===== src/design/crrm_pkg.sv =====
// Package with the shared types, constants and codes of the capture ring record manager.
`default_nettype none
package crrm_pkg;
  localparam int BufferBytes = 65536;
  localparam int AlignBytes = 8;
  localparam int HeaderBytes = 16;
  localparam int MaxCapture = 16384;
  localparam int StoreDepth = BufferBytes / AlignBytes;
  localparam int StoreAw = $clog2(StoreDepth);
  localparam int AlignSh = $clog2(AlignBytes);
  localparam int PtrW = 17;

  localparam logic [1:0] RegWrapMode = 2'd0;
  localparam logic [1:0] RegMaxCap = 2'd1;
  localparam logic [1:0] RegBufLimit = 2'd2;

  localparam logic [1:0] DirReceive = 2'd1;
  localparam logic [1:0] DirTransmit = 2'd2;

  typedef struct packed {
    logic [15:0] packet_length;
    logic is_transmit;
    logic [63:0] time_stamp;
    logic last_in_burst;
  } in_item_t;

  typedef struct packed {
    logic accepted;
    logic [15:0] record_address;
    logic [14:0] captured_length;
    logic [15:0] original_length;
    logic [1:0] direction_code;
    logic [63:0] stamp_out;
    logic [12:0] evicted_records;
    logic [12:0] total_packets;
    logic [16:0] total_bytes;
    logic burst_end;
  } out_item_t;

  typedef enum logic [2:0] {
    StIdle, StDecide, StWalkA, StCheck, StWalkB, StFinish, StRead
  } state_e;

  typedef struct packed {
    logic load;
    logic decide;
    logic wrap_reset;
    logic walk_a_step;
    logic check;
    logic walk_b_step;
    logic walk_b_stop;
    logic finish;
    logic issue_read;
  } ctrl_t;

  typedef struct packed {
    logic linear;
    logic need_wrap;
    logic walk_a_needed;
    logic walk_a_more;
    logic walk_b_needed;
    logic walk_b_done;
    logic walk_b_hit_end;
  } stat_t;

  function automatic logic [PtrW-1:0] rec_size(input logic [14:0] cap);
    logic [PtrW-1:0] c;
    c = {{(PtrW-15){1'b0}}, cap};
    rec_size = PtrW'(HeaderBytes) + ((c + PtrW'(AlignBytes - 1)) & ~PtrW'(AlignBytes - 1));
  endfunction
endpackage
`default_nettype wire


===== src/design/crrm_ctrl.sv =====
// Controller state machine that sequences one descriptor through placement and eviction.
`default_nettype none
module crrm_ctrl (
  input  wire logic clk_i,
  input  wire logic rst_ni,
  input  wire logic start_i,
  input  wire crrm_pkg::stat_t stat_i,
  output crrm_pkg::ctrl_t ctrl_o,
  output logic busy_o
);
  import crrm_pkg::*;
  state_e state_q, state_d;

  always_ff @(posedge clk_i or negedge rst_ni) begin
    if (!rst_ni) begin
      state_q <= StIdle;
    end else begin
      state_q <= state_d;
    end
  end

  always_comb begin
    state_d = state_q;
    ctrl_o = '0;
    busy_o = (state_q != StIdle);
    unique case (state_q)
      StIdle: begin
        if (start_i) begin
          ctrl_o.load = 1'b1;
          state_d = StDecide;
        end
      end
      StDecide: begin
        ctrl_o.decide = 1'b1;
        if (stat_i.linear || !stat_i.need_wrap) begin
          state_d = StCheck;
        end else if (stat_i.walk_a_needed) begin
          ctrl_o.issue_read = 1'b1;
          state_d = StRead;
        end else begin
          ctrl_o.wrap_reset = 1'b1;
          state_d = StCheck;
        end
      end
      StRead: begin
        state_d = StWalkA;
      end
      StWalkA: begin
        ctrl_o.walk_a_step = 1'b1;
        if (stat_i.walk_a_more) begin
          ctrl_o.issue_read = 1'b1;
        end else begin
          ctrl_o.wrap_reset = 1'b1;
          state_d = StCheck;
        end
      end
      StCheck: begin
        ctrl_o.check = 1'b1;
        if (stat_i.walk_b_needed) begin
          ctrl_o.issue_read = 1'b1;
          state_d = StWalkB;
        end else begin
          state_d = StFinish;
        end
      end
      StWalkB: begin
        if (stat_i.walk_b_done) begin
          state_d = StFinish;
        end else if (stat_i.walk_b_hit_end) begin
          ctrl_o.walk_b_stop = 1'b1;
          state_d = StFinish;
        end else begin
          ctrl_o.walk_b_step = 1'b1;
          ctrl_o.issue_read = 1'b1;
        end
      end
      StFinish: begin
        ctrl_o.finish = 1'b1;
        state_d = StIdle;
      end
      default: state_d = StIdle;
    endcase
  end
endmodule
`default_nettype wire


===== config.mk =====
export PLATFORM = sky130hd
export DESIGN_NAME = crrm_ctrl
export DESIGN_NICKNAME = d
export VERILOG_FILES = /design/src/design/crrm_pkg.sv /design/src/design/crrm_ctrl.sv
export SDC_FILE = /design/constraint.sdc
export NUM_CORES = 1
export LEC_CHECK = 0
export BUFFER_PORTS_ARGS = -buffer_cell sky130_fd_sc_hd__buf_4
export CORE_AREA = 2 2 39 41
export CTS_BUF_LIST = sky130_fd_sc_hd__clkbuf_4
export DETAILED_ROUTE_END_ITERATION = 7
export DIE_AREA = 0 0 41 43
export PLACE_DENSITY = 0.54
export SYNTH_ARGS = -nofsm -noshare
export SYNTH_HDL_FRONTEND = slang
export SYNTH_SLANG_ARGS = --single-unit

===== constraint.sdc =====
create_clock -name clk_i -period 2.5 [get_ports clk_i]
set_input_delay 0.25 -clock clk_i [delete_from_list [all_inputs] [get_ports clk_i]]
set_output_delay 0.25 -clock clk_i [all_outputs]
set_load 0.01 [all_outputs]

==> results of run 1 <==
[metrics by stage]
stage | util [%] | instances | power [mW] | setup WS [ns] | hold WS, ns
2_1_floorplan | - | 36 | 0.317 | 1.08 | -0.0456
3_3_place_gp | 31.5 | 69 | 0.426 | 0.983 | 0.0406
3_5_place_dp | 31.5 | 69 | 0.427 | 0.992 | 0.0416
4_1_cts | 34.4 | 74 | 0.530 | 0.708 | 0.340
5_1_grt | 34.4 | 74 | 0.569 | 0.608 | 0.357
6_report | 34.4 | 74 | 0.519 | 0.719 | 0.351
[path summary, 6_finish.rpt]
check | cells past startpoint | endpoint | slack [ns]
min in group clk_i | 3 | state_q[0]$_DFFE_PN0P_ | 0.49
hold / removal | 2 | state_q[2]$_DFFE_PN0P_ | 0.35
max in group asynchronous | 2 | state_q[1]$_DFFE_PN0P_ | 2.06
setup / recovery | 4 | ctrl_o[6] | 0.72
hold reg to reg | 1 | state_q[2]$_DFFE_PN0P_ | 0.64
setup reg to reg | 3 | state_q[0]$_DFFE_PN0P_ | 1.09
[synth_stat cells]
| library cell | number | area share [%] |
|---|---|---|
| nor4_1 | 1 | 2.2 |
| dfrtp_1 | 3 | 26 |
| nor3_1 | 2 | 3.5 |
| or3_4 | 1 | 3.9 |
| or2b_1 | 1 | 2.6 |
| o22ai_1 | 1 | 2.2 |
| nor3b_1 | 1 | 2.6 |
| nand2_1 | 2 | 2.6 |
| nand2b_1 | 1 | 2.2 |
| buf_2 | 1 | 1.7 |
| a21oi_1 | 1 | 1.7 |
| o21ai_0 | 2 | 3.5 |
| a21o_1 | 1 | 2.6 |
| and3_2 | 1 | 2.6 |
| and3b_1 | 2 | 6.1 |
| buf_6 | 1 | 3.9 |
| nor4b_1 | 2 | 6.1 |
| o311a_1 | 1 | 3.5 |
| a22o_1 | 1 | 3.0 |
| mux2i_1 | 1 | 3.5 |
| nor2_1 | 4 | 5.2 |
| o221a_1 | 1 | 3.9 |
| inv_1 | 4 | 5.2 |
[per-layer routing]
layer  share of wire (%)  routed length, um  vias up
met5                   0                  0        -
met4                   0                  0        0
met3                 7.2                 58        0
met2                  49                391       12
met1                  44                351      145
li1                    -                  -      174
[cells in the final DEF (no fill, tap or decap), types with 2 or more instances in the layout]
master / netlist / layout
nand2_1: 2 / 2
inv_1: 4 / 4
and3b_1: 2 / 2
dfrtp_1: 3 / 3
clkbuf_4: 0 / 4
nor4b_1: 2 / 2
nor2_1: 4 / 4
buf_4: 0 / 19
o21ai_0: 2 / 2
nor3_1: 2 / 2
[timing repair]
action,CTS,global route
buffers inserted,0,0
hold endpoints to repair,3,0
hold buffers,1,0
[worst max-delay path: cells and delay by family (launching register included)]
| kind | cells | cell delay (ns) |
|---|---|---|
| AO/OA/AOI/OAI | 1 | 0.20 |
| buffers and inverters | 2 | 0.29 |
| flip-flops | 1 | 0.53 |
| AND/OR/NAND/NOR | 1 | 0.28 |
[cell type report]
| class | instances | area, um2 | area share [%] |
|---|---|---|---|
| Multi-Input combinational cell | 27 | 183 | 38.4 |
| Clock buffer | 4 | 30.0 | 6.32 |
| Sequential cell | 3 | 75.1 | 15.8 |
| Tap cell | 16 | 20.0 | 4.21 |
| Timing Repair Buffer | 20 | 153 | 32.1 |
| Inverter | 4 | 15.0 | 3.16 |
[power by group through the flow]
stage	sequential, mW	combinational, mW	clock [mW]
3_5_place_dp	0.130	0.297	0
3_3_place_gp	0.129	0.297	0
4_1_cts	0.129	0.300	0.101
6_report	0.130	0.293	0.0948
5_1_grt	0.136	0.329	0.104
2_1_floorplan	0.0936	0.223	0
[cell families after synthesis]
group	share of synthesized area (%)
AOI/OAI and AO/OA	20.3
buffers and inverters	10.8
DFF	26.0
muxes	3.46
and+or+nand+nor	39.4
==> summary.md, run 1 <==
| Metric | Value |
|---|---|
| Fillers | approximately 150 |
| CTS root buffer | clkbuf_4 |
| Post-cts sizing count | 0 |
| Syn Inst Count | 36 |
| Clock buffer depth | 2 |
| DRT Pass-1 Iters | 4 |
| Vias in the first global route | between 300 and 400 |
| CP required | 2.25 ns |
| Share of cells above drive strength 1 | 43.1% |
| Area post-placement | approximately 440 um2 |
| Tcrit/Tclk final | between 70% and 80% |
| CP Class | reg2out |
| Most flop-heavy register | state_q |
| Clock sink count | 3 |
| Die ar. | 0.00176 mm2 |
| Slowest CP cell | dfrtp_1 |
| # diodes | 0 |
| Leak pwr | approximately 0.25 nW |
| Worst slew pin tran | about 0.34 ns |
| Global-route usage over all layers | between 10% and 20% |
| Status | complete, no violations |
| Setup Skew | 0.000126 ns |
| Initial antenna violation count | 0 |
| Pint | 304 uW |
| Seq pwr share | roughly 25% |
| Worst reg2reg path startpoint | state_q[1]$_DFFE_PN0P_ |
| Ys Warns | 0 |
| Post-Syn Area | 289 um2 |
| Comb pwr share | 56.6% |
| Crit-path cells | inv_1, nor3_1, a22o_1, buf_4 |
| TritonCTS Buffers | 3 |
| Dpl hpwl | between 600 and 700 um |
| Rel. slew slack | 77.3% |
| Iter 0 DRT Violations | 2 |
| Clk Latency, worst-skew pair | roughly 0.23 ns |
| Clk pwr share | 18.3% |
| M3 GR Usage | between 1 and 1.5% |
| Yosys cell types | 23 |
| H-tree depth | 1 |
| RSZ-0062 raised after global routing | no |
| Switching Power | about 210 uW |
| Max Slew Vio Count | 0 |
| CTS tree | built |
| Die X | around 40 um |
| Routed len/inst | approximately 11 um |
| Switching Fraction | 41.3% |
| Crit path launch | state_q[1]$_DFFE_PN0P_ |
| Largest net degree at the start of global routing | 13 |
| Layer carrying the most global-route usage | met2 |
| Setup violators final | 0 |
| Rows | 14 |
| Max reg flops | 3 |
| Setup TNS | 0 ns |
| Syn avg cell area | 8.03 um2 |
| Global routing usage on met2 | between 10% and 20% |
| #FFs+latches synth | 3 |
| Die height | 43 um |
| Worst Setup End Kind | output port |
| Power Density | roughly 1100 mW/mm2 |
| Starting Density | about a fifth |
| Final nets | 69 |
| Drt total wl | between 800 and 900 um |
| GRT overflow | 0 |
| Max IR drop VDD | approximately 0.47 mV |
| Max Freq | about 0.56 GHz |
| Residual DRC | 0 |
| Antenna-violating nets left | 0 |
| Syn nets | 46 |
| Seq/Total Area, Yosys | between 20% and 30% |
| Worst setup SP type | register |
| Arrival @ worst endpoint | ~1.5 ns |
| CP max stage delay | roughly 0.53 ns |
| Clock transition at path regs | about 0.040 ns |
| Via density | about 4.5 |
| Area growth from synthesis to layout | 64.5% |
| Hold violation total from the final report | 0 |
| MaxCap Viol Count | 0 |
| Minimum clock period | between 1.5 and 2 ns |
| Vias after detailed routing | approximately 330 |
| Top flop regs | state_q x3 |
| Final Cell Area | 475 um2 |
| Gpl congestion | 0.780 |
| Maximum fanout along the worst path | 12 |
| Core ar. | around 0.0014 mm2 |
| IO Pins | 20 |
| First-pass GRT wire length | ~1200 um |
| IO buf count | 19 |
| Met1 Track Usage GR | about an eighth |
| Hold Crit Class | in2async |
(Power assumes the default switching activity.)
==> inputs of run 2 (changes only) <==
--- a/config.mk
+++ b/config.mk
@@ -10,7 +10,7 @@
 export CTS_BUF_LIST = sky130_fd_sc_hd__clkbuf_4
 export DETAILED_ROUTE_END_ITERATION = 7
 export DIE_AREA = 0 0 41 43
-export PLACE_DENSITY = 0.54
+export PLACE_DENSITY = 0.55
 export SYNTH_ARGS = -nofsm -noshare
 export SYNTH_HDL_FRONTEND = slang
 export SYNTH_SLANG_ARGS = --single-unit
==> constraint.sdc (replaced) <==
create_clock -name clk_i -period 1.56 [get_ports clk_i]
set_input_delay 0.156 -clock clk_i [delete_from_list [all_inputs] [get_ports clk_i]]
set_output_delay 0.156 -clock clk_i [all_outputs]
set_load 0.01 [all_outputs]
==> run 2 against run 1 <==
Effect of this change:
- setup slack lost 0.66 ns
- sequential cell count is the same
- worst hold slack lost 0.10 ns
- clock skew grew 0.0045 ns
- routed wire length grew 3.7%
- count of clock-buffer cells in the layout is the same
- die area is the same
- design area grew 10%
- largest cell class unchanged
- highest routed layer unchanged
==> summary.md, run 2 (same netlist as run 1, synthesis figures left out) <==
| Metric | Value |
|---|---|
| Status | complete, no violations |
| Hold Crit Class | in2async |
| H-tree depth | 1 |
| Worst slew pin tran | ~0.26 ns |
| Vias after detailed routing | around 360 |
| Share of cells above drive strength 1 | roughly three fifths |
| Initial antenna violation count | 0 |
| Clock sink count | 3 |
| Routed len/inst | around 11 um |
| Max IR drop VDD | 0.832 mV |
| Pre-CTS WS | between 0.15 and 0.2 ns |
| Rel. slew slack | between 80 and 90% |
| Largest net degree at the start of global routing | 13 |
| Gpl congestion | roughly 0.72 |
| Setup violators final | 0 |
| Cell count of the worst reg-to-reg path | 3 |
| Leak pwr | between 0.2 and 0.3 nW |
| CTS tree | built |
| Power Density | about 1800 mW/mm2 |
| Maximum fanout along the worst path | 10 |
| Setup Skew | roughly 0.0047 ns |
| Top flop regs | state_q x3 |
| Most used cell along the critical path | buf_4 |
| Drt total wl | between 800 and 900 um |
| CP required | around 1.4 ns |
| Max Freq | roughly 0.67 GHz |
| Commonest non-fill, non-tap cell in the layout | buf_4 |
| CP Class | reg2out |
| Die height | 43 um |
| Most flop-heavy register | state_q |
| Die X | ~41 um |
| CP max stage delay | between 0.4 and 0.5 ns |
| Via density | 4.55 |
| Worst Setup End Kind | output port |
| Dpl hpwl | ~600 um |
| Crit-path cells | buf_4, nand2b_1, nor4b_1, buf_4 |
| Max Slew Vio Count | 0 |
| Final Core Density | between 30% and 40% |
| Worst setup margin | 0.0617 ns |
| Starting Density | about a fifth |
| Max reg flops | 3 |
| Stages on the worst setup path | 4 |
| Arrival @ worst endpoint | approximately 1.3 ns |
| Worst setup SP type | register |
| MaxCap Viol Count | 0 |
| Iter 0 DRT Violations | 4 |
| Final nets | 73 |
| Minimum clock period | roughly 1.5 ns |
| Die ar. | ~0.0018 mm2 |
| Clock transition at path regs | around 0.040 ns |
| Clk Latency, worst-skew pair | roughly 0.24 ns |
| Placed insts | 70 |
| DRT Pass-1 Iters | 4 |
| # diodes | 0 |
| Fillers | around 140 |
| Vias in the first global route | 342 |
| Layout Cells excl Fill | 78 |
| Antenna-violating nets left | 0 |
| Slowest CP cell | dfrtp_2 |
| Hold violation total from the final report | 0 |
| TritonCTS Buffers | 3 |
| IO Pins | 20 |
| GRT overflow | 0 |
| Worst path bufs/invs | 2 |
| RSZ-0062 raised after global routing | yes |
| Clock buffer depth | 2 |
| Area growth from synthesis to layout | 81.0% |
| CTS root buffer | clkbuf_4 |
| First-pass GRT wire length | 1390 um |
| IO buf count | 19 |
| Core ar. | 0.00138 mm2 |
| Commonest non-fill, non-tap cells in the layout | buf_4, clkbuf_4, inv_1, nor2_1, dfrtp_2 |
| Global-route usage over all layers | between 10% and 20% |
| Tcrit/Tclk final | between 90% and 100% |
| Rows | 14 |
| Residual DRC | 0 |
| Top cell family by delay on the critical path | flip-flops |
[run 2: cell types whose count changed in the layout (fill, tap and decap cells not counted), sizes merged]
cell / delta
buf: +4
[run 2: power breakdown]
group          switching (mW)  total, mW  internal (mW)
Clock                  0.0439      0.157          0.113
Combinational           0.252      0.580          0.328
Sequential             0.0822      0.206          0.124
Total                   0.378      0.943          0.565
[run 2: timing repair]
action | 4_1_cts | 5_1_grt
hold buffers | 1 | 0
setup endpoints to repair | 2 | 3
pin swaps | 0 | 1
buffers inserted | 2 | 1
resized for setup | 3 | 6
hold endpoints to repair | 3 | 0
[run 2: final timing paths]
check	from	endpoint	slack, ns
hold / removal	rst_ni	state_q[2]$_DFFE_PN0P_	0.25
max in group asynchronous	rst_ni	state_q[1]$_DFFE_PN0P_	1.20
hold reg to reg	state_q[0]$_DFFE_PN0P_	state_q[2]$_DFFE_PN0P_	0.57
setup reg to reg	state_q[0]$_DFFE_PN0P_	state_q[0]$_DFFE_PN0P_	0.21
setup / recovery	state_q[2]$_DFFE_PN0P_	ctrl_o[2]	0.06
min in group clk_i	stat_i[3]	state_q[0]$_DFFE_PN0P_	0.38
[run 2: layout make-up]
cell class / count / area [um2] / share of cell area, %
Tap cell: 16 / 20.0 / 3.83
Clock buffer: 4 / 30.0 / 5.74
Multi-Input combinational cell: 27 / 196 / 37.6
Sequential cell: 3 / 78.8 / 15.1
Inverter: 4 / 15.0 / 2.87
Timing Repair Buffer: 24 / 183 / 34.9
[run 2: per-stage QoR]
step | setup TNS [ns] | hold slack (ns) | power, mW | cell area [um2]
5_1_grt | -0.0160 | 0.245 | 1.04 | 523
3_3_place_gp | 0 | -0.0534 | 0.703 | 443
6_report | 0 | 0.247 | 0.943 | 523
3_5_place_dp | 0 | -0.0527 | 0.698 | 443
4_1_cts | 0 | 0.237 | 0.913 | 507
2_1_floorplan | 0 | -0.140 | 0.508 | 289
[run 2: per-layer routing]
layer  up-vias  track usage (%)  wire length [um]
li1        183                -                 -
met1       158             14.5               356
met2        14             16.6               415
met3         0             2.09                59
met4         0             10.0                 0
met5         -                0                 0
